==> src/rtl/dtf16_pkg.sv <==
// ----------------------------------------------------------------------------
// dtf16_pkg
// Shared types and constants for the decimal text to 16.16 converter.
// ----------------------------------------------------------------------------
package dtf16_pkg;

    localparam int CHAR_W   = 8;
    localparam int INT_W    = 16;
    localparam int FRAC_W   = 25;
    localparam int RESULT_W = 32;
    localparam int DIGIT_W  = 4;

    localparam logic [CHAR_W-1:0] CHAR_ZERO = 8'h30;
    localparam logic [CHAR_W-1:0] CHAR_NINE = 8'h39;
    localparam logic [CHAR_W-1:0] CHAR_DOT  = 8'h2E;

    localparam logic [FRAC_W-1:0] FRAC_START  = 25'd127;
    localparam logic [63:0]       SCALE_START = 64'h100_0000;
    localparam logic [63:0]       SCALE_MUL   = 64'd419430;
    localparam int                SCALE_SHIFT = 22;
    localparam int                SUM_SHIFT   = 8;

    // Scale per fraction digit position; by the last entry it has decayed to zero
    localparam int FRAC_POS_COUNT = 9;
    localparam int FRAC_POS_W     = $clog2(FRAC_POS_COUNT);
    localparam logic [FRAC_POS_W-1:0] FRAC_POS_MAX = FRAC_POS_W'(FRAC_POS_COUNT - 1);

    typedef logic [FRAC_W-1:0] t_scale;
    typedef t_scale t_scale_tab [FRAC_POS_COUNT];

    typedef struct packed {
        logic [INT_W-1:0]      int_acc;
        logic                  in_fraction;
        logic                  halted;
        logic [FRAC_POS_W-1:0] frac_pos;
        logic [FRAC_W-1:0]     frac_sum;
    } t_conv_state;

    localparam t_conv_state CONV_RESET = '{
        int_acc:     '0,
        in_fraction: 1'b0,
        halted:      1'b0,
        frac_pos:    '0,
        frac_sum:    FRAC_START
    };

    // Evaluated at elaboration only
    function automatic t_scale_tab build_scale_tab();
        t_scale_tab  tab;
        logic [63:0] s;
        s = SCALE_START;
        for (int k = 0; k < FRAC_POS_COUNT; k++) begin
            s = ((s * SCALE_MUL) >> SCALE_SHIFT) & 64'h1FF_FFFF;
            tab[k] = t_scale'(s);
        end
        return tab;
    endfunction

    localparam t_scale_tab SCALE_TAB = build_scale_tab();

endpackage

==> src/rtl/dtf16_step.sv <==
// ----------------------------------------------------------------------------
// dtf16_step
// One character of conversion: next state and the value of the text so far.
// ----------------------------------------------------------------------------
module dtf16_step (
    input  dtf16_pkg::t_conv_state              i_state,
    input  logic [dtf16_pkg::CHAR_W-1:0]        i_ch,
    input  logic                                i_ch_valid,
    input  logic                                i_last,
    output dtf16_pkg::t_conv_state              o_next,
    output logic [dtf16_pkg::RESULT_W-1:0]      o_value
);

    dtf16_pkg::t_conv_state                       upd;
    logic                                         is_digit;
    logic [dtf16_pkg::DIGIT_W-1:0]                digit;
    dtf16_pkg::t_scale                            scale;
    logic [dtf16_pkg::FRAC_W+dtf16_pkg::DIGIT_W-1:0] prod;
    logic [dtf16_pkg::INT_W+3:0]                  int_x10;

    always_comb begin
        is_digit = i_ch inside {[dtf16_pkg::CHAR_ZERO:dtf16_pkg::CHAR_NINE]};
        digit    = dtf16_pkg::DIGIT_W'(i_ch - dtf16_pkg::CHAR_ZERO);
        scale    = dtf16_pkg::SCALE_TAB[i_state.frac_pos];
        prod     = scale * digit;
        int_x10  = ({4'b0, i_state.int_acc} << 3) + ({4'b0, i_state.int_acc} << 1)
                   + (dtf16_pkg::INT_W+4)'(digit);

        upd = i_state;
        if (i_ch_valid && !i_state.halted) begin
            if (!i_state.in_fraction) begin
                if (is_digit) begin
                    upd.int_acc = int_x10[dtf16_pkg::INT_W-1:0];
                end else if (i_ch == dtf16_pkg::CHAR_DOT) begin
                    upd.in_fraction = 1'b1;
                end else begin
                    upd.halted = 1'b1;
                end
            end else begin
                if (is_digit) begin
                    upd.frac_sum = i_state.frac_sum + prod[dtf16_pkg::FRAC_W-1:0];
                    if (i_state.frac_pos != dtf16_pkg::FRAC_POS_MAX) begin
                        upd.frac_pos = i_state.frac_pos + 1'b1;
                    end
                end else begin
                    upd.halted = 1'b1;
                end
            end
        end

        o_value = {upd.int_acc, 16'b0}
                  + dtf16_pkg::RESULT_W'(upd.frac_sum >> dtf16_pkg::SUM_SHIFT);
        o_next  = i_last ? dtf16_pkg::CONV_RESET : upd;
    end

endmodule

==> src/rtl/decimal_text_to_fixed16_unit.sv <==
// ----------------------------------------------------------------------------
// decimal_text_to_fixed16_unit
// Streams decimal text in, one character per transfer, and returns 16.16.
// ----------------------------------------------------------------------------
// Takes one character per cycle and returns one 16.16 value per string,
// the string ending at the transfer marked tlast. Characters pass an input
// register, then conversion logic (a table lookup of the fraction scale by
// digit position, a 25x4 multiply and an add) updates the conversion state;
// on tlast the value goes to the output register and the state clears for
// the next string. Throughput is one transfer per cycle; the slave side only
// stalls when a finished value waits in the output register while another
// tlast item is ready to be written. tuser[0] low marks a transfer with no
// character (empty string terminator). Digits before '.' wrap modulo 2^16;
// any other character halts conversion until the end of the string.
// ----------------------------------------------------------------------------
module decimal_text_to_fixed16_unit (
    input  logic        i_clk,
    input  logic        i_rst_n,
    // slave side
    input  logic        i_s_tvalid,
    output logic        o_s_tready,
    input  logic [7:0]  i_s_tdata,   // [7:0] ch
    input  logic [0:0]  i_s_tuser,   // [0] ch_valid
    input  logic        i_s_tlast,   // last_char
    // master side
    output logic        o_m_tvalid,
    input  logic        i_m_tready,
    output logic [31:0] o_m_tdata    // [31:0] fixed_value
);

    // input register
    logic                           r_in_valid;
    logic [dtf16_pkg::CHAR_W-1:0]   r_in_ch;
    logic                           r_in_ch_valid;
    logic                           r_in_last;

    // conversion state
    dtf16_pkg::t_conv_state         r_state;
    dtf16_pkg::t_conv_state         n_state;
    logic [dtf16_pkg::RESULT_W-1:0] n_value;

    // output register
    logic                           r_out_valid;
    logic [dtf16_pkg::RESULT_W-1:0] r_out_data;

    logic out_free;
    logic stage_go;
    logic in_xfer;

    assign out_free   = !r_out_valid || i_m_tready;
    // items without tlast never need the output register
    assign stage_go   = r_in_valid && (!r_in_last || out_free);
    assign o_s_tready = !r_in_valid || stage_go;
    assign in_xfer    = i_s_tvalid && o_s_tready;

    dtf16_step u_step (
        .i_state    (r_state),
        .i_ch       (r_in_ch),
        .i_ch_valid (r_in_ch_valid),
        .i_last     (r_in_last),
        .o_next     (n_state),
        .o_value    (n_value)
    );

    always_ff @(posedge i_clk) begin
        if (!i_rst_n) begin
            r_in_valid <= 1'b0;
        end else if (o_s_tready) begin
            r_in_valid <= i_s_tvalid;
        end
        if (in_xfer) begin
            r_in_ch       <= i_s_tdata;
            r_in_ch_valid <= i_s_tuser[0];
            r_in_last     <= i_s_tlast;
        end
    end

    always_ff @(posedge i_clk) begin
        if (!i_rst_n) begin
            r_state <= dtf16_pkg::CONV_RESET;
        end else if (stage_go) begin
            r_state <= n_state;
        end
    end

    always_ff @(posedge i_clk) begin
        if (!i_rst_n) begin
            r_out_valid <= 1'b0;
        end else if (stage_go && r_in_last) begin
            r_out_valid <= 1'b1;
        end else if (i_m_tready) begin
            r_out_valid <= 1'b0;
        end
        if (stage_go && r_in_last) begin
            r_out_data <= n_value;
        end
    end

    assign o_m_tvalid = r_out_valid;
    assign o_m_tdata  = r_out_data;

endmodule

==> config.mk <==
export PLATFORM = sky130hd
export DESIGN_NAME = decimal_text_to_fixed16_unit
export DESIGN_NICKNAME = d
export VERILOG_FILES = /design/src/rtl/dtf16_pkg.sv /design/src/rtl/dtf16_step.sv /design/src/rtl/decimal_text_to_fixed16_unit.sv
export SDC_FILE = /design/constraint.sdc
export NUM_CORES = 1
export LEC_CHECK = 0
export ABC_CLOCK_PERIOD_IN_PS = 6000
export BUFFER_PORTS_ARGS = -buffer_cell sky130_fd_sc_hd__buf_2
export CAP_MARGIN = 20
export CORE_MARGIN = 3
export CORE_UTILIZATION = 58
export CTS_BUF_LIST = sky130_fd_sc_hd__clkbuf_4 sky130_fd_sc_hd__clkbuf_8
export CTS_CLUSTER_DIAMETER = 60
export DETAILED_ROUTE_END_ITERATION = 10
export PLACE_DENSITY = 0.8
export SETUP_SLACK_MARGIN = 0.05
export SLEW_MARGIN = 20
export SYNTH_ARGS = -nofsm -noshare
export SYNTH_HDL_FRONTEND = slang
export SYNTH_SLANG_ARGS = --single-unit
==> constraint.sdc <==
create_clock -name i_clk -period 6 [get_ports i_clk]
set_input_delay 1.2 -clock i_clk [delete_from_list [all_inputs] [get_ports i_clk]]
set_output_delay 1.2 -clock i_clk [all_outputs]
set_load 0.05 [all_outputs]
==> flow_summary.toml <==
[run_status]
status = "finished, violations left"
violations = "negative setup slack"

[synth]
synth_edf_count = 42
synth_xor_xnor_area_share_pct = 5.80
synthAdderAreaFrac_pct = 26.1
syn_nets = 990
synth_top_area_share_pct = 16.4
synthSimpleGateAreaFrac_pct = 15.8
yosysSeqAreaShare_pct = 29.1
syn-cell-area_um2 = 7700
ys_warn_count = 0
synth_compound_area_share_pct = 14.0
syn-instance-count = 848
synthMuxAreaShare_pct = 1.69
async_flop_share_pct = 0
ys_types = 63
synth_area_leader_cell = "edfxtp_1"
ys.flop_type = "dfxtp_1"
ys_ff_latch = 91
synthTopCellsByArea = "edfxtp_1, fa_1, dfxtp_1"
synth_top_family_by_area = "adder cells"
syn_avg_cell_area_um2 = 9.08

[worst_hold_path]
whs_endpoint = "r_state[46]$_SDFFE_PN0P_"
hold_start = "r_state[46]$_SDFFE_PN0P_"
holdPathStages = 2
hold_path_class = "reg2reg"

[timing]
min_period_ns = 6.21
setup_viol_count_final = 6
hold_viol_final = 0
period_share_pct = 103
tightest_slew_ns = 1.04
rsz0062_at_grt = "true"
setup_ws_ns = -0.207
relSlewSlack_pct = 30.6
max_freq_mhz = 161
fin_skew_ns = 0.0164
setup_tns_ns = -0.773
slew_viol_final = 0
hold_ws_ns = 0.483

[placed_design]
gp_congestion = 0.978
numPortBuffers = 47
dpl_cell_area_um2 = 8660
dpl.hpwl_mm = 14.0
dp_slack_ns = -0.372
dp_cells = 1110

[global_route]
grt_max_degree = 33
grt.total_usage_pct = 27.0
gr-total-overflow = 0
antenna_found_initial = 0
grt_pass1_vias = 6458
grt_pass1_wl_mm = 31.3

[floorplanning]
io_pins = 48
die_w_um = 121
die_h_um = 121
dieArea_um2 = 14700
core_area_um2 = 12800
start_util_pct = 60.1
placementRows = 41

[cts]
cts_max_path_buffers = 2
cts.clk_slew.worst_paths_ns = 0.10
insertion_delay_ns = 0.39
tritoncts = "built"
cts_inserted_buffers = 9
postCtsHoldBufs = 0
h-tree-depth = 3
cts_num_sinks = 91
cts-root-buf = "clkbuf_8"

[worst_setup_path]
arrival_ns = 6.33
cpPeakStageDelay_ns = 0.55
cp_top_family = "adder cells"
critical_path.max_fanout = 5
path_class = "reg2reg"
r2r_cells = 27
cp_slowest_cell = "fa_1"
crit_required_ns = 6.12
worst-r2r-setup-slack_ns = -0.21
crit_buf_inv = 5
endpoint_kind = "register"
startpoint_type = "register"
timing.rr.end = "o_m_tdata[29]$_DFFE_PP_"
cpMostUsedCell = "fa_1"
reg2reg_from = "r_state[25]$_SDFFE_PN0P_"

[power_and_ir_drop]
combPwrFrac_pct = 28.5
p_sw_share_pct = 32.8
p_seq_share_pct = 44.9
internal_power_w = 0.000991
leakage_nw = 4.31
p_switching_w = 0.000483
ir_worst_vdd_mv = 0.138
power.density_nw_per_um2 = 162
p_clk_share_pct = 26.6

[route]
drc = 0
ant_nets = 0
num_vias = 6364
drt_first_pass_iters = 5
wl_per_cell_um = 16.4
drt_iter0_drc = 452
viasPerCell = 5.59
drt-total-wl_mm = 18.7

[finish]
design_area_um2 = 9080
drive_gt1_share_pct = 21.6
layout-area-overhead-vs-synth_pct = 17.9
final_cells = 1139
fin_nets = 1104
final_cell_mix = "inv_1, buf_4, nor2_1, nand2_1, ha_1"
layout.cells.most_common = "inv_1"
antennaDiodeCount = 0

[flow_run]
maxCapViolations = 0
-- worst max path at each step --
stage | to | slack (ns) | cells after the start | from
floorplan | o_m_tdata[28]$_DFFE_PP_ | 0.08 | 26 | r_state[25]$_SDFFE_PN0P_
global placement | o_m_tdata[28]$_DFFE_PP_ | -0.16 | 26 | r_state[25]$_SDFFE_PN0P_
detailed placement | o_m_tdata[31]$_DFFE_PP_ | -0.37 | 27 | r_state[25]$_SDFFE_PN0P_
CTS | o_m_tdata[31]$_DFFE_PP_ | -0.12 | 27 | r_state[25]$_SDFFE_PN0P_
global route | o_m_tdata[29]$_DFFE_PP_ | -0.37 | 28 | r_state[25]$_SDFFE_PN0P_
finish | o_m_tdata[29]$_DFFE_PP_ | -0.21 | 27 | r_state[25]$_SDFFE_PN0P_
-- layer usage --
layer | up-vias | global-route usage (%) | routed length (um)
met5 | - | 0 | 0
met1 | 3030 | 35.7 | 8150
met2 | 211 | 45.2 | 8870
met3 | 34 | 3.73 | 1170
li1 | 3089 | - | -
met4 | 0 | 10.8 | 489
-- synthesized netlist by cell type, types with 2 or more instances --
cell / number
nor2b_1: 7
o21a_1: 4
clkbuf_1: 22
nand4_1: 4
nand2_1: 64
xor2_1: 15
a32o_1: 6
nor3b_1: 2
or2_2: 5
a2bb2oi_1: 3
o22ai_1: 7
nand3_1: 18
o21ai_1: 12
nor2_1: 76
and3_1: 14
xnor2_1: 36
o211ai_1: 4
mux2i_1: 4
o21bai_1: 6
fa_1: 54
a22oi_1: 18
o31ai_1: 2
nand2b_1: 8
a21o_1: 12
a211oi_1: 3
nor3_1: 8
inv_1: 128
a31oi_1: 6
and2_1: 23
dfxtp_1: 49
and3b_1: 2
o21ai_0: 30
buf_2: 3
a211o_1: 2
ha_1: 74
a21oi_1: 44
mux2_2: 6
edfxtp_1: 42
-- registers in the layout, indices dropped and copies added, names as in the netlist --
signal and flops:
r_in_last 1, r_in_ch 8, o_m_tvalid 1, r_state 47, r_in_ch_valid 1, o_m_tdata 32
r_in_valid 1
-- cells by family after synthesis --
| group | Yosys count |
|---|---|
| fa+ha+maj | 128 |
| compound gates | 169 |
| xor+xnor | 51 |
| buf+inv | 154 |
| simple gates | 244 |
| mux | 11 |
| flops | 91 |
-- power groups by stage --
stage	sequential, W	clock [W]	combinational (W)
floorplan	0.000685	0	0.000269
CTS	0.000661	0.000397	0.000406
global placement	0.000675	0	0.000376
detailed placement	0.000675	0	0.000390
global route	0.000662	0.000425	0.000467
finish	0.000661	0.000392	0.000420
-- final cells by class --
type                    instances  area (um^2)
repair buffers                129          855
clock inverters                 6         41.3
clock buffers                  10          131
multi-input cells             603         5100
flip-flops and latches         91         2250
fillers                       959         3740
well taps                     172          215
inverters                     128          485
-- worst register-to-register path: stages, from the launching register on --
cell and delay, ns:
dfxtp_4 0.40, inv_4 0.05, ha_4 0.17, and3b_1 0.20, and2_4 0.17, fa_1 0.47, fa_1 0.55, inv_1 0.06
fa_1 0.49, inv_2 0.05, ha_4 0.22, a2111oi_4 0.36, o21ai_2 0.13, a221oi_2 0.33, o21ai_2 0.11, or2_4 0.25
a31oi_4 0.23, xnor2_2 0.15, nor2_1 0.07, xor2_1 0.22, ha_2 0.20, buf_4 0.12, nand4_4 0.08, nor3b_4 0.23
nand4_2 0.19, buf_6 0.19, nor2_1 0.14, xnor2_1 0.10
-- through the flow --
stage,util [%],power (W)
floorplan,-,0.000954
global placement,67.6,0.00105
detailed placement,67.6,0.00106
CTS,70.0,0.00146
global route,70.8,0.00155
finish,70.8,0.00147
-- what timing repair did --
item,CTS,global route
setup endpoints to repair,12,12
cloned,0,0
gates resized for setup,21,13
setup buffers,7,6
pin swaps,23,14
Note: power is estimated with default switching activity, not from simulation.
